$ cat config.mk
export PLATFORM = sky130hd
export DESIGN_NAME = http_chunked_body_decoder
export DESIGN_NICKNAME = d
export VERILOG_FILES = /design/src/design/hcbd_pkg.sv /design/src/design/hcbd_cfg.sv /design/src/design/hcbd_core.sv /design/src/design/http_chunked_body_decoder.sv
export SDC_FILE = /design/constraint.sdc
export NUM_CORES = 1
export LEC_CHECK = 0
export ABC_CLOCK_PERIOD_IN_PS = 7700
export CAP_MARGIN = 10
export CORE_MARGIN = 4
export CORE_UTILIZATION = 30
export CTS_CLUSTER_SIZE = 14
export DETAILED_ROUTE_END_ITERATION = 10
export DONT_BUFFER_PORTS = 1
export HOLD_SLACK_MARGIN = 0.05
export PLACE_DENSITY = 0.55
export SKIP_CTS_REPAIR_TIMING = 1
export SYNTH_ARGS = -nofsm -noshare
export SYNTH_HDL_FRONTEND = slang
export SYNTH_HIERARCHICAL = 1
export SYNTH_SLANG_ARGS = --single-unit
$ cat constraint.sdc
create_clock -name clk -period 7.7 [get_ports clk]
set_input_delay 1.54 -clock clk [delete_from_list [all_inputs] [get_ports clk]]
set_output_delay 1.54 -clock clk [all_outputs]
set_load 0.01 [all_outputs]
$ cat src/design/hcbd_pkg.sv
// Shared types and constants for the chunked body decoder.
// No dependencies; imported by every design module.
package hcbd_pkg;

  // Configuration register widths and reset values
  localparam int MaxChunkW = 31;
  localparam int LineLimW  = 16;
  localparam int LenW      = 32;
  localparam int CfgIdxW   = 2;

  localparam logic [MaxChunkW-1:0] MaxChunkRst = {MaxChunkW{1'b1}};
  localparam logic [LineLimW-1:0]  SizeLimRst  = LineLimW'(1024);
  localparam logic [LineLimW-1:0]  TrlLimRst   = LineLimW'(4096);

  // Configuration register indexes
  localparam logic [CfgIdxW-1:0] CFG_MAX_CHUNK = 2'd0;
  localparam logic [CfgIdxW-1:0] CFG_SIZE_LIM  = 2'd1;
  localparam logic [CfgIdxW-1:0] CFG_TRL_LIM   = 2'd2;

  typedef struct packed {
    logic [MaxChunkW-1:0] max_chunk;
    logic [LineLimW-1:0]  size_lim;
    logic [LineLimW-1:0]  trl_lim;
  } cfg_t;

  // One decoded result beat
  typedef struct packed {
    logic            body_valid;
    logic [7:0]      body_byte;
    logic            done_res;
    logic            error;
    logic [2:0]      error_code;
    logic [LenW-1:0] body_length;
  } step_res_t;

endpackage

$ cat src/design/hcbd_cfg.sv
// Configuration register file of the chunked body decoder.
// Depends on hcbd_pkg for register indexes, widths and reset values.
module hcbd_cfg import hcbd_pkg::*; (
  input  logic                 clk,
  input  logic                 rst_n,
  input  logic                 cfg_wr_en,
  input  logic [CfgIdxW-1:0]   cfg_index,
  input  logic [MaxChunkW-1:0] cfg_wdata,
  output cfg_t                 cfg
);

  cfg_t cfg_r;
  cfg_t cfg_nxt;

  // Decode the write index; unknown indexes are dropped
  always_comb begin
    cfg_nxt = cfg_r;
    if (cfg_wr_en) begin
      unique case (cfg_index)
        CFG_MAX_CHUNK: cfg_nxt.max_chunk = cfg_wdata;
        CFG_SIZE_LIM:  cfg_nxt.size_lim  = cfg_wdata[LineLimW-1:0];
        CFG_TRL_LIM:   cfg_nxt.trl_lim   = cfg_wdata[LineLimW-1:0];
        default:       cfg_nxt = cfg_r;
      endcase
    end
  end

  always_ff @(posedge clk) begin
    if (!rst_n) begin
      cfg_r.max_chunk <= MaxChunkRst;
      cfg_r.size_lim  <= SizeLimRst;
      cfg_r.trl_lim   <= TrlLimRst;
    end else begin
      cfg_r <= cfg_nxt;
    end
  end

  assign cfg = cfg_r;

endmodule

$ cat src/design/hcbd_core.sv
// Parser state and per-byte transition logic of the chunked body decoder.
// Depends on hcbd_pkg for cfg_t and step_res_t.
module hcbd_core import hcbd_pkg::*; (
  input  logic       clk,
  input  logic       rst_n,
  input  logic       step_en,
  input  logic [7:0] data_byte,
  input  logic       new_message,
  input  cfg_t       cfg,
  output step_res_t  res
);

  localparam logic [3:0] PH_LEAD       = 4'd0;
  localparam logic [3:0] PH_DIGITS     = 4'd1;
  localparam logic [3:0] PH_EXT        = 4'd2;
  localparam logic [3:0] PH_SIZE_LF    = 4'd3;
  localparam logic [3:0] PH_DATA       = 4'd4;
  localparam logic [3:0] PH_DATA_CR    = 4'd5;
  localparam logic [3:0] PH_DATA_LF    = 4'd6;
  localparam logic [3:0] PH_TRAILER    = 4'd7;
  localparam logic [3:0] PH_TRAILER_LF = 4'd8;
  localparam logic [3:0] PH_DONE       = 4'd9;
  localparam logic [3:0] PH_ERROR      = 4'd10;

  localparam logic [2:0] ERR_NONE     = 3'd0;
  localparam logic [2:0] ERR_BAD_SIZE = 3'd1;
  localparam logic [2:0] ERR_SIZE_LEN = 3'd2;
  localparam logic [2:0] ERR_NO_CRLF  = 3'd3;
  localparam logic [2:0] ERR_TRL_LEN  = 3'd4;

  localparam logic [7:0] CH_CR    = 8'h0D;
  localparam logic [7:0] CH_LF    = 8'h0A;
  localparam logic [7:0] CH_SPACE = 8'h20;
  localparam logic [7:0] CH_TAB   = 8'h09;

  function automatic logic is_hex(input logic [7:0] c);
    is_hex = (c >= 8'h30 && c <= 8'h39) || (c >= 8'h61 && c <= 8'h66) ||
             (c >= 8'h41 && c <= 8'h46);
  endfunction

  function automatic logic [3:0] hex_val(input logic [7:0] c);
    logic [7:0] d;
    d = 8'h00;
    if (c <= 8'h39)      d = c - 8'h30;
    else if (c >= 8'h61) d = c - 8'h57;
    else                 d = c - 8'h37;
    hex_val = d[3:0];
  endfunction

  logic [3:0]           phase_r,  phase_nxt;
  logic [MaxChunkW-1:0] chunk_r,  chunk_nxt;
  logic [MaxChunkW-1:0] recv_r,   recv_nxt;
  logic [LenW-1:0]      total_r,  total_nxt;
  logic [LineLimW-1:0]  lcount_r, lcount_nxt;
  logic [2:0]           err_r,    err_nxt;

  // Effective state after an optional new-message clear
  logic [3:0]           ph;
  logic [MaxChunkW-1:0] cs;
  logic [MaxChunkW-1:0] br;
  logic [LenW-1:0]      tl;
  logic [LineLimW-1:0]  lc;
  logic [2:0]           er;

  logic [MaxChunkW+3:0] dig_next;
  logic                 dig_bad;
  logic [LineLimW-1:0]  lc_inc;
  logic [LineLimW-1:0]  lc_inc2;
  logic [MaxChunkW-1:0] br_inc;
  logic                 sz_full, sz_full2, tr_full, tr_full2;
  logic                 beat_valid;

  always_comb begin
    ph = new_message ? PH_LEAD : phase_r;
    cs = new_message ? '0 : chunk_r;
    br = new_message ? '0 : recv_r;
    tl = new_message ? '0 : total_r;
    lc = new_message ? '0 : lcount_r;
    er = new_message ? ERR_NONE : err_r;

    dig_next = {cs, hex_val(data_byte)};
    dig_bad  = dig_next > {4'b0, cfg.max_chunk};
    lc_inc   = lc + LineLimW'(1);
    lc_inc2  = lc + LineLimW'(2);
    br_inc   = br + MaxChunkW'(1);
    sz_full  = lc >= cfg.size_lim;
    sz_full2 = lc_inc >= cfg.size_lim;
    tr_full  = lc >= cfg.trl_lim;
    tr_full2 = lc_inc >= cfg.trl_lim;

    phase_nxt  = ph;
    chunk_nxt  = cs;
    recv_nxt   = br;
    total_nxt  = tl;
    lcount_nxt = lc;
    err_nxt    = er;
    beat_valid = 1'b0;

    unique case (ph)
      // Leading blanks, then the first hex digit
      PH_LEAD: begin
        if (sz_full) begin
          phase_nxt = PH_ERROR; err_nxt = ERR_SIZE_LEN;
        end else if (data_byte == CH_CR) begin
          phase_nxt = PH_ERROR; err_nxt = ERR_BAD_SIZE;
        end else begin
          lcount_nxt = lc_inc;
          if (data_byte == CH_SPACE || data_byte == CH_TAB) begin
            phase_nxt = PH_LEAD;
          end else if (!is_hex(data_byte) || dig_bad) begin
            phase_nxt = PH_ERROR; err_nxt = ERR_BAD_SIZE;
          end else begin
            phase_nxt = PH_DIGITS;
            chunk_nxt = dig_next[MaxChunkW-1:0];
          end
        end
      end
      // Size digits and extension up to CR
      PH_DIGITS, PH_EXT: begin
        if (data_byte == CH_CR) begin
          phase_nxt = PH_SIZE_LF;
        end else if (sz_full) begin
          phase_nxt = PH_ERROR; err_nxt = ERR_SIZE_LEN;
        end else begin
          lcount_nxt = lc_inc;
          if (ph == PH_DIGITS) begin
            if (!is_hex(data_byte)) begin
              phase_nxt = PH_EXT;
            end else if (dig_bad) begin
              phase_nxt = PH_ERROR; err_nxt = ERR_BAD_SIZE;
            end else begin
              chunk_nxt = dig_next[MaxChunkW-1:0];
            end
          end
        end
      end
      // LF ends the size line; a lone CR counts as extension
      PH_SIZE_LF: begin
        if (data_byte == CH_LF) begin
          lcount_nxt = '0;
          recv_nxt   = '0;
          phase_nxt  = (cs == '0) ? PH_TRAILER : PH_DATA;
        end else if (sz_full) begin
          phase_nxt = PH_ERROR; err_nxt = ERR_SIZE_LEN;
        end else if (data_byte == CH_CR) begin
          lcount_nxt = lc_inc;
          phase_nxt  = PH_SIZE_LF;
        end else if (sz_full2) begin
          phase_nxt = PH_ERROR; err_nxt = ERR_SIZE_LEN;
        end else begin
          lcount_nxt = lc_inc2;
          phase_nxt  = PH_EXT;
        end
      end
      // Forward payload, saturate the running length
      PH_DATA: begin
        beat_valid = 1'b1;
        if (tl != {LenW{1'b1}}) total_nxt = tl + LenW'(1);
        recv_nxt = br_inc;
        if (br_inc >= cs) phase_nxt = PH_DATA_CR;
      end
      PH_DATA_CR: begin
        if (data_byte == CH_CR) begin
          phase_nxt = PH_DATA_LF;
        end else begin
          phase_nxt = PH_ERROR; err_nxt = ERR_NO_CRLF;
        end
      end
      PH_DATA_LF: begin
        if (data_byte == CH_LF) begin
          phase_nxt  = PH_LEAD;
          chunk_nxt  = '0;
          lcount_nxt = '0;
        end else begin
          phase_nxt = PH_ERROR; err_nxt = ERR_NO_CRLF;
        end
      end
      // Skip trailer lines, count their length
      PH_TRAILER: begin
        if (data_byte == CH_CR) begin
          phase_nxt = PH_TRAILER_LF;
        end else if (tr_full) begin
          phase_nxt = PH_ERROR; err_nxt = ERR_TRL_LEN;
        end else begin
          lcount_nxt = lc_inc;
        end
      end
      PH_TRAILER_LF: begin
        if (data_byte == CH_LF) begin
          if (lc == '0) begin
            phase_nxt = PH_DONE;
          end else begin
            lcount_nxt = '0;
            phase_nxt  = PH_TRAILER;
          end
        end else if (tr_full) begin
          phase_nxt = PH_ERROR; err_nxt = ERR_TRL_LEN;
        end else if (data_byte == CH_CR) begin
          lcount_nxt = lc_inc;
          phase_nxt  = PH_TRAILER_LF;
        end else if (tr_full2) begin
          phase_nxt = PH_ERROR; err_nxt = ERR_TRL_LEN;
        end else begin
          lcount_nxt = lc_inc2;
          phase_nxt  = PH_TRAILER;
        end
      end
      // Done and error hold until a new message
      default: begin
        phase_nxt = ph;
      end
    endcase
  end

  // Advance state once per processed beat
  always_ff @(posedge clk) begin
    if (!rst_n) begin
      phase_r  <= PH_LEAD;
      chunk_r  <= '0;
      recv_r   <= '0;
      total_r  <= '0;
      lcount_r <= '0;
      err_r    <= ERR_NONE;
    end else if (step_en) begin
      phase_r  <= phase_nxt;
      chunk_r  <= chunk_nxt;
      recv_r   <= recv_nxt;
      total_r  <= total_nxt;
      lcount_r <= lcount_nxt;
      err_r    <= err_nxt;
    end
  end

  always_comb begin
    res.body_valid  = beat_valid;
    res.body_byte   = beat_valid ? data_byte : 8'h00;
    res.done_res    = phase_nxt == PH_DONE;
    res.error       = phase_nxt == PH_ERROR;
    res.error_code  = err_nxt;
    res.body_length = total_nxt;
  end

endmodule

$ cat src/design/http_chunked_body_decoder.sv
// Chunked transfer body decoder: one result beat for every input byte.
// An accepted byte passes the input reg, parser logic and result reg; out_stall can hold it.
// Throughput: 1 byte per cycle unless out_stall holds the result register.
// Reset (rst_n low, synchronous): parser waits for a size line, pipeline empty,
// registers return to max chunk 2^31-1, size line limit 1024, trailer limit 4096.
module http_chunked_body_decoder import hcbd_pkg::*; (
  input  logic                 clk,
  input  logic                 rst_n,
  input  logic                 in_valid,
  output logic                 in_stall,
  input  logic [7:0]           in_data_byte,
  input  logic                 in_new_message,
  output logic                 out_valid,
  input  logic                 out_stall,
  output logic                 out_body_valid,
  output logic [7:0]           out_body_byte,
  output logic                 out_done_res,
  output logic                 out_error,
  output logic [2:0]           out_error_code,
  output logic [LenW-1:0]      out_body_length,
  input  logic                 cfg_wr_en,
  input  logic [CfgIdxW-1:0]   cfg_index,
  input  logic [MaxChunkW-1:0] cfg_wdata
);

  cfg_t      cfg;
  step_res_t res;
  step_res_t res_r;

  logic       s1_valid_r, s1_valid_nxt;
  logic [7:0] s1_byte_r;
  logic       s1_new_r;
  logic       out_valid_r, out_valid_nxt;
  logic       step_en;
  logic       in_take;

  hcbd_cfg u_cfg (
    .clk       (clk),
    .rst_n     (rst_n),
    .cfg_wr_en (cfg_wr_en),
    .cfg_index (cfg_index),
    .cfg_wdata (cfg_wdata),
    .cfg       (cfg)
  );

  hcbd_core u_core (
    .clk         (clk),
    .rst_n       (rst_n),
    .step_en     (step_en),
    .data_byte   (s1_byte_r),
    .new_message (s1_new_r),
    .cfg         (cfg),
    .res         (res)
  );

  // Process the held byte when the result register is free or draining
  assign step_en  = s1_valid_r && (!out_valid_r || !out_stall);
  assign in_stall = s1_valid_r && !step_en;
  assign in_take  = in_valid && !in_stall;

  always_comb begin
    s1_valid_nxt  = in_take || (s1_valid_r && !step_en);
    out_valid_nxt = step_en || (out_valid_r && out_stall);
  end

  // Control registers
  always_ff @(posedge clk) begin
    if (!rst_n) begin
      s1_valid_r  <= 1'b0;
      out_valid_r <= 1'b0;
    end else begin
      s1_valid_r  <= s1_valid_nxt;
      out_valid_r <= out_valid_nxt;
    end
  end

  // Payload registers
  always_ff @(posedge clk) begin
    if (in_take) begin
      s1_byte_r <= in_data_byte;
      s1_new_r  <= in_new_message;
    end
    if (step_en) begin
      res_r <= res;
    end
  end

  assign out_valid       = out_valid_r;
  assign out_body_valid  = res_r.body_valid;
  assign out_body_byte   = res_r.body_byte;
  assign out_done_res    = res_r.done_res;
  assign out_error       = res_r.error;
  assign out_error_code  = res_r.error_code;
  assign out_body_length = res_r.body_length;

endmodule

# --- Yosys cells after proc, flatten, opt, wreduce, memory -nomap -nowiden ---
# Cells that the tools add are included.
totals:
  regBits: 237
  word_cells: 170
op_classes:
  n_addsub: 7
  n_lt_le_gt_ge: 12
  eq_ne: 17
  muxes: 88
  n_reduce_logical: 27
ops:
  columns: ["cell", "n"]
  rows:
  - ["two-way mux 31 bit", 13]
  - ["two-way mux 16 bit", 17]
  - ["two-way mux 4 bit", 26]
  - ["two-way mux 32 bit", 3]
  - ["one-hot mux 16 bit (6 select lines)", 1]
  - ["one-hot mux 31 bit (3 select lines)", 1]
  - ["two-way mux 3 bit", 22]
  - ["greater-or-equal comparator 16 bit", 4]
  - ["one-hot mux 31 bit (2 select lines)", 1]
  - ["greater-than comparator 35 x 31 -> 1 bit", 1]
  - ["adder 32 x 1 -> 32 bit, second input constant", 1]
  - ["!= test 32 bit, second input constant", 1]
  - ["one-hot mux 4 bit (8 select lines)", 1]
  - ["adder 31 x 1 -> 31 bit, second input constant", 1]
  - ["greater-or-equal comparator 31 bit", 1]
  - ["zero test 31 bit", 1]
  - ["== test 8 x 4 -> 1 bit, second input constant", 3]
  - ["one-hot mux 3 bit (7 select lines)", 1]
  - ["adder 16 x 1 -> 16 bit, second input constant", 1]
  - ["adder 16 x 2 -> 16 bit, second input constant", 1]
  - ["== test 4 x 3 -> 1 bit, second input constant", 4]
  - ["greater-or-equal comparator 8 x 7 -> 1 bit, second input constant", 2]
  - ["less-or-equal comparator 8 x 7 -> 1 bit, second input constant", 2]
  - ["zero test 16 bit", 1]
  - ["19 further kinds", 41]

# --- Logic depth before layout (Yosys ltp) ---
# Gate-level depths: netlist (run 1).
logic_depth:
  word_depth: 12
  mapped_depth: 25
  mapped_depth_nobuf: 18

# --- Hierarchy ---
# The synthesis (run 1) kept the hierarchy.
modules_own_cells:
  columns: ["module", "instances", "cells_per_inst", "area_per_inst_um2", "seq_area_each_um2"]
  rows:
  - ["hcbd_core", 1, 1894, 13336.5, 2342.2]
  - ["hcbd_cfg", 1, 264, 2656.3, 1261.2]
  - ["http_chunked_body_decoder", 1, 63, 1735.4, 1691.6]

# --- Worst setup path after synthesis (run 1) ---
# OpenSTA, ideal clock, no wires.
synth_path:
  path_kind: "input to register"
  from: "in out_stall"
  to: "reg u_core.total_r[29]"
  setup_ps: 71
  arrival_ps: 6316
  required_ps: 7629
  slack_ps: 1313
  cell_stages: 7
  cell_sequence: "a21boi_0 > clkbuf_1 > clkbuf_1 > clkbuf_1 > clkbuf_1 > nand3b_1 > a21oi_1"
synth_via:
  elab_chain_len: 3
synth_rtl:
  columns: ["item", "line_no", "source"]
  rows:
  - ["start, declared", "http_chunked_body_decoder.sv:14", "input logic out_stall,"]
  - ["zero test 1 bit", "http_chunked_body_decoder.sv:57", "assign step_en = s1_valid_r && (!out_valid_r || !out_stall);"]
  - ["logical OR 1 bit", "http_chunked_body_decoder.sv:57", null]
  - ["logical AND 1 bit", "http_chunked_body_decoder.sv:57", null]
  - ["end signal, assigned", "hcbd_core.sv:228", "total_r <= total_nxt;"]
  - ["end, declared", "hcbd_core.sv:53", "logic [LenW-1:0] total_r, total_nxt;"]
# No other way between the ends.
# A chain may end at the register's enable or synchronous reset.

==> results of run 1 <==
[layout by cell type, fill, tap and decap left out, types with 13 or more instances in the layout]
cell and count:
dfxtp_1 182, o31ai_1 14, nand2_1 258, nor4_1 30, inv_1 146, nor2b_1 45, nand3_1 80, ha_1 135
o211ai_1 47, o2111ai_1 35, and2_1 15, a221oi_1 16, nand4_1 68, buf_4 39, o21a_1 19, a2111oi_0 13
and3_1 26, mux2i_1 40, a31oi_1 24, a22oi_1 27, edfxtp_1 55, nand4bb_1 29, xnor2_1 62, xor2_1 26
a21oi_1 108, clkbuf_16 29, nor3_1 49, a21o_1 20, o21ai_0 120, nor2_1 172
[sequential cells by signal (all words and copies together), names as in the netlist]
register and count:
s1_new_r 1, s1_valid_r 1, out_error_code 3, u_core/recv_r 31
out_body_byte 8, out_done_res 1, u_cfg/cfg 63, u_core/lcount_r 16
u_core/err_r 3, s1_byte_r 8, out_error 1, u_core/total_r 32
out_valid 1, u_core/chunk_r 31, out_body_length 32, u_core/phase_r 4
out_body_valid 1
[through the flow]
| stage | instance area (um^2) | total power [W] | std cells | util |
|---|---|---|---|---|
| after detailed placement | 18390 | 0.001950 | 2879 | 0.3163 |
| after CTS | 19390 | 0.003442 | 2933 | 0.3335 |
| after global placement | 18390 | 0.001946 | 2879 | 0.3163 |
| after floorplan | 17730 | 0.001755 | 2221 | - |
| final | 19390 | 0.003414 | 2933 | 0.3335 |
| after global routing | 19390 | 0.003544 | 2933 | 0.3335 |
[cell usage after synthesis (11+ instances only)]
library cell / number / area share
a2111oi_0: 13 / 0.0064
a211oi_1: 12 / 0.0051
a21o_1: 20 / 0.0085
a21oi_1: 109 / 0.031
a221oi_1: 16 / 0.0079
a22oi_1: 27 / 0.011
a31oi_1: 24 / 0.0085
and2_1: 15 / 0.0053
and3_1: 26 / 0.0092
and4_1: 12 / 0.0059
buf_2: 15 / 0.0042
clkbuf_1: 110 / 0.023
dfxtp_1: 182 / 0.21
edfxtp_1: 55 / 0.093
ha_1: 135 / 0.095
inv_1: 147 / 0.031
mux2i_1: 40 / 0.023
nand2_1: 258 / 0.055
nand3_1: 80 / 0.023
nand4_1: 68 / 0.024
nand4bb_1: 29 / 0.018
nor2_1: 174 / 0.037
nor2b_1: 45 / 0.016
nor3_1: 49 / 0.014
nor4_1: 30 / 0.011
o2111ai_1: 35 / 0.017
o211ai_1: 47 / 0.020
o21a_1: 19 / 0.0080
o21ai_0: 121 / 0.034
o31ai_1: 14 / 0.0059
or4_1: 11 / 0.0047
xnor2_1: 62 / 0.031
xor2_1: 26 / 0.013
[kinds of logic (layout without fill, tap and decap cells)]
family,Yosys count,count (layout),share of synthesized area
AOI/OAI and AO/OA,559,559,0.2160
xor gates and xnor gates,88,88,0.04348
adders and majority gates,135,135,0.09528
buffers and inverters,294,241,0.06740
DFF,237,237,0.2987
muxes,43,43,0.02449
and+or+nand+nor,865,865,0.2547
[power groups by stage]
stage	clock network, W	logic [W]	registers, W
2_1_floorplan	0	0.000386	0.00137
3_3_place_gp	0	0.000553	0.00139
3_5_place_dp	0	0.000557	0.00139
4_1_cts	0.00152	0.000560	0.00137
5_1_grt	0.00156	0.000615	0.00137
6_report	0.00147	0.000573	0.00137
[per-layer routing]
layer,vias to the layer above,GRT usage,share of wire
met1,8189,0.2792,0.47
met4,2,0.05373,0.029
met5,-,0,0.00020
met3,92,0.04066,0.078
li1,8037,-,-
met2,657,0.2974,0.43
[worst register-to-register path, stage by stage (launching register included)]
cell,delay (ns)
edfxtp_1,0.42
inv_2,0.24
nand2_1,0.35
inv_1,0.21
ha_1,0.38
nand2_1,0.17
or4_1,0.60
nor2_1,0.21
xnor2_1,0.22
inv_1,0.18
ha_1,0.32
nand2_1,0.06
o21ai_0,0.08
or4_1,0.43
o21a_1,0.44
nor3_1,0.57
nor2_1,0.14
o41ai_2,0.35
and4b_1,0.23
[worst min path at each step]
stage	to	slack [ns]	cells past startpoint
CTS	u_cfg/cfg[30]	0.46	2
global placement	u_cfg/cfg[20]	0.44	2
detailed placement	u_cfg/cfg[30]	0.45	2
finish	u_cfg/cfg[30]	0.46	2
floorplan	u_cfg/cfg[17]	0.43	2
global route	u_cfg/cfg[25]	0.48	2
[cell type report]
class	count	area (um^2)
fillers	6150	38750
multi-input cells	1690	11290
flip-flops and latches	237	5295
well taps	765	957.2
clock buffers	34	754.5
inverters	148	555.5
repair buffers	39	292.8
clock inverters	20	247.7
==> impl_metrics.py, run 1 <==
metrics = {
    "setup_path": {
        "required_ns": 8.03,
        "r2r_cells": 18,
        "worstReg2RegEnd": "out_error",
        "crit_top_cell": "nand2_1",
        "rr_startpoint": "s1_new_r",
        "slowest_delay_ns": 0.59,
        "rrSetupSlack_ns": 1.82,
        "startpoint_type": "register",
        "cp-startpoint": "s1_new_r",
        "cp-endpoint": "out_error",
        "crit_family": "simple AND/OR/NAND/NOR gates",
        "crit_fanout": 12,
        "path_depth": 18,
        "crit_path_end_kind": "register",
        "worstPathArrival_ns": 6.21,
        "cp_num_buf_inv": 3,
        "worstSetupPathType": "reg2reg",
        "critPathSlowestCell": "or4_1",
        "cp_cell_sequence": "inv_2 -> nand2_1 -> inv_1 -> ha_1 -> nand2_1 -> or4_1 -> nor2_1 -> xnor2_1 -> inv_1 -> ha_1 -> nand2_1 -> o21ai_0 -> or4_1 -> o21a_1 -> nor3_1 -> nor2_1 -> o41ai_2 -> and4b_1",
    },
    "sta": {
        "final-max-slew-violation-count": 0,
        "final.period_utilization": 0.7636,
        "fin_ws_ns": 1.821,
        "finalHoldViolCount": 0,
        "hold_slack_ns": 0.4562,
        "setup-tns-final_ns": 0,
        "fin_crit_ns": 5.879,
        "setup_violations": 0,
        "maxSlewHeadroom": 0.2461,
        "fin_skew_ns": 0.02020,
        "fmax_mhz": 170.1,
        "grt_setup_unrepaired": "false",
        "tightest_slew_ns": 1.102,
    },
    "pwr": {
        "switching_share": 0.3085,
        "power_frac_comb": 0.168,
        "cellLeakagePower_nw": 7.830,
        "pwr-share-seq": 0.400,
        "power.internal_w": 0.002361,
        "power.switching_w": 0.001053,
        "p_per_area_nw_per_um2": 176.1,
        "ir_drop_mv": 0.1687,
        "clkPwrFrac": 0.432,
    },
    "synth": {
        "syn_area_per_cell_um2": 7.982,
        "synthCells": 2221,
        "yosysUniqueCellTypes": 97,
        "synth_fp_nets": 2403,
        "async_reset_ff_frac": 0,
        "yosysWarnings": 6,
        "seq_area_frac_synth": 0.2987,
        "synth.cell_area_um2": 17730,
        "synth-seq-cells": 237,
        "synth_edf_count": 55,
        "ys.flop_type": "dfxtp_1",
    },
    "global_routing": {
        "grt_antenna_before_repair": 1,
        "grt_max_degree": 122,
        "grt_pass1_vias": 16170,
        "grt_usage": 0.1950,
        "overflow": 0,
        "grt_pass1_wl_mm": 98.72,
    },
    "die": {
        "ios": 95,
        "dieWidth_um": 251.1,
        "core_um2": 58140,
        "die_area_um2": 63050,
        "num_rows": 88,
        "die_h_um": 251.1,
        "start_util": 0.3049,
    },
    "clock_tree": {
        "numCtsBuffers": 29,
        "clkSlewWorstSetupHoldPaths_ns": 0.07,
        "clk_latency_ns": 0.59,
        "cts_tree": "done",
        "cts-root-buf": "clkbuf_16",
        "clockBufferDepth": 3,
        "cts_sinks": 237,
        "cts.htree.levels": 1,
    },
    "final_layout": {
        "layout.nets": 2327,
        "antenna_cells": 0,
        "area_delta_synth_final_pct": 9.372,
        "drive_above_1_share": 0.06227,
    },
    "detailed_routing": {
        "dr.pass1.iters": 6,
        "first_iter_violations": 1560,
        "wire_per_inst_um": 21.94,
        "vias": 16980,
        "drc": 0,
        "ant_nets": 0,
        "avgViaCountPerCell": 5.788,
        "wl_mm": 64.35,
    },
    "placement": {
        "gp_congestion": 0.9566,
        "hpwlAfterDp_mm": 45.98,
        "portBuffers": 0,
        "post-place-ws_ns": 1.962,
    },
    "job": {
        "maxCapViolCount": 0,
    },
    "worst_hold_path": {
        "hp-class": "reg2reg",
        "hp-start": "u_cfg/cfg[30]",
    },
    "run_status": {
        "status": "complete, no violations",
    },
}
Note: power is estimated with default switching activity, not from simulation.
==> inputs of run 2 (changes only) <==
--- a/config.mk
+++ b/config.mk
@@ -5,7 +5,7 @@
 export SDC_FILE = /design/constraint.sdc
 export NUM_CORES = 1
 export LEC_CHECK = 0
-export ABC_CLOCK_PERIOD_IN_PS = 7700
+export ABC_CLOCK_PERIOD_IN_PS = 5700
 export CAP_MARGIN = 10
 export CORE_MARGIN = 4
 export CORE_UTILIZATION = 30
==> constraint.sdc (replaced) <==
create_clock -name clk -period 5.7 [get_ports clk]
set_input_delay 1.14 -clock clk [delete_from_list [all_inputs] [get_ports clk]]
set_output_delay 1.14 -clock clk [all_outputs]
set_load 0.01 [all_outputs]
==> run 2 against run 1 <==
  * Die area is the same
  * Sequential power grew 35%
  * Count of clock-buffer cells in the layout shrank 3
  * Core utilization grew 0.37 points
  * Clock power grew 41%
  * Sequential share of layout area shrank 0.30 points
  * Global-route usage grew 0.29 points
  * Design area grew 1.1%
  * Critical path type unchanged
  * Critical endpoint unchanged
  * Largest cell class unchanged
==> impl_metrics.py, run 2 (synthesis results as in run 1) <==
metrics = {
    "die": {
        "num_rows": 88,
        "dieWidth_um": 251.1,
        "ios": 95,
        "die_h_um": 251.1,
        "start_util": 0.3049,
        "die_area_um2": 63050,
        "core_um2": 58140,
    },
    "sta": {
        "final-max-slew-violation-count": 0,
        "tightest_slew_ns": 1.114,
        "final.period_utilization": 0.9309,
        "hold_slack_ns": 0.4537,
        "grt_setup_unrepaired": "false",
        "finalHoldViolCount": 0,
        "maxSlewHeadroom": 0.2576,
        "fin_crit_ns": 5.306,
        "setup_violations": 0,
        "fin_skew_ns": 0.04083,
        "fmax_mhz": 188.5,
        "setup-tns-final_ns": 0,
    },
    "clock_tree": {
        "cts_tree": "done",
        "cts.htree.levels": 1,
        "clkSlewWorstSetupHoldPaths_ns": 0.06,
        "numCtsBuffers": 30,
        "clk_latency_ns": 0.62,
        "cts-root-buf": "clkbuf_16",
        "cts_sinks": 237,
        "clockBufferDepth": 3,
    },
    "final_layout": {
        "fillerInstances": 6189,
        "antenna_cells": 0,
        "layout_commonest_cell": "nand2_1",
        "final_cell_mix": "nand2_1, dfxtp_1, nor2_1",
        "stdcell_area_um2": 19610,
        "area_delta_synth_final_pct": 10.59,
        "layout.nets": 2347,
        "utilization": 0.3372,
        "largest_reg_flops": 63,
        "multi_input_area_um2": 11280,
        "drive_above_1_share": 0.07355,
        "register_area_um2": 5295,
    },
    "placement": {
        "gp_congestion": 0.9773,
        "portBuffers": 0,
        "hpwlAfterDp_mm": 47.12,
        "dpl_cell_area_um2": 18530,
    },
    "global_routing": {
        "grt_antenna_before_repair": 2,
        "grt_max_degree": 122,
        "grt_pass1_vias": 16400,
        "grt_pass1_wl_mm": 100.1,
        "grt_usage": 0.1978,
        "overflow": 0,
    },
    "setup_path": {
        "slowest_delay_ns": 0.73,
        "crit_path_end_kind": "register",
        "r2r_cells": 17,
        "worstPathArrival_ns": 5.65,
        "crit_fanout": 30,
        "cp-endpoint": "out_error",
        "startpoint_type": "register",
        "required_ns": 6.04,
        "rr_startpoint": "s1_new_r",
        "cp_cell_sequence": "buf_4 -> nor2b_1 -> ha_1 -> and3_1 -> and4_1 -> nand4_1 -> nor2_1 -> and3_1 -> xnor2_1 -> nor2_1 -> ha_1 -> nand4_1 -> nor2_1 -> nand4_1 -> a2111oi_1 -> a211oi_1 -> and4b_1",
        "rrSetupSlack_ns": 0.39,
        "worstSetupPathType": "reg2reg",
        "crit_family": "simple AND/OR/NAND/NOR gates",
        "critPathSlowestCell": "a2111oi_1",
        "cp-startpoint": "s1_new_r",
        "cp_num_buf_inv": 1,
        "worstReg2RegEnd": "out_error",
        "path_depth": 17,
    },
    "detailed_routing": {
        "drc": 0,
        "wire_per_inst_um": 22.21,
        "ant_nets": 0,
        "vias": 17220,
        "dr.pass1.iters": 6,
        "wl_mm": 65.62,
        "first_iter_violations": 1670,
        "avgViaCountPerCell": 5.828,
    },
    "run_status": {
        "status": "complete, no violations",
    },
    "pwr": {
        "finalPower_w": 0.004734,
        "ir_drop_mv": 0.2642,
        "p_per_area_nw_per_um2": 241.5,
        "cellLeakagePower_nw": 7.962,
    },
    "worst_hold_path": {
        "hp-start": "u_cfg/cfg[29]",
        "hp-class": "reg2reg",
    },
    "job": {
        "maxCapViolCount": 0,
    },
}
## run 2: cell types whose count changed in the layout (fill, tap and decap cells not counted), sizes merged
cell / change
buf: +19
clkbuf: -3
clkinv: +5
## run 2: worst min-delay path by stage
stage,to,slack [ns],cells past startpoint
after global placement,u_cfg/cfg[31],0.45,2
after detailed placement,u_cfg/cfg[19],0.45,2
after CTS,u_cfg/cfg[29],0.46,2
after global routing,u_cfg/cfg[14],0.48,2
final,u_cfg/cfg[29],0.45,2
after floorplan,u_cfg/cfg[17],0.43,2
## run 2: report_power, final
part,total (W),internal (W),switching (W)
registers,0.00185,0.00178,0.0000683
clock network,0.00208,0.00122,0.000858
logic,0.000812,0.000256,0.000556
total,0.00473,0.00325,0.00148
## run 2: cell type report
| type | instances | area share |
|---|---|---|
| Clock buffer | 31 | 0.03899 |
| Clock inverter | 25 | 0.01596 |
| Inverter | 148 | 0.02834 |
| Multi-Input combinational cell | 1690 | 0.5756 |
| Sequential cell | 237 | 0.2701 |
| Tap cell | 765 | 0.04882 |
| Timing Repair Buffer | 58 | 0.02221 |
## run 2: tightest hold or removal path, delay by kind of cell (launching register included)
kind | cells | cell delay (ns)
AND/OR/NAND/NOR | 1 | 0.05
multiplexers | 1 | 0.05
flip-flops | 1 | 0.31
## run 2: per-layer routing
layer  GRT usage  vias to the layer above  wire length [um]
met5           0                        -                13
met4     0.06546                        2              2308
met1      0.2783                     8269             29820
met3     0.04718                      138              5348
met2      0.2982                      721             28130
li1            -                     8086                 -
## run 2: stage by stage
stage               std cells  worst slack [ns]
global route             2954           0.05421
detailed placement       2898            0.2044
floorplan                2221            0.3436
CTS                      2954            0.1309
global placement         2898            0.1571
finish                   2954            0.3940
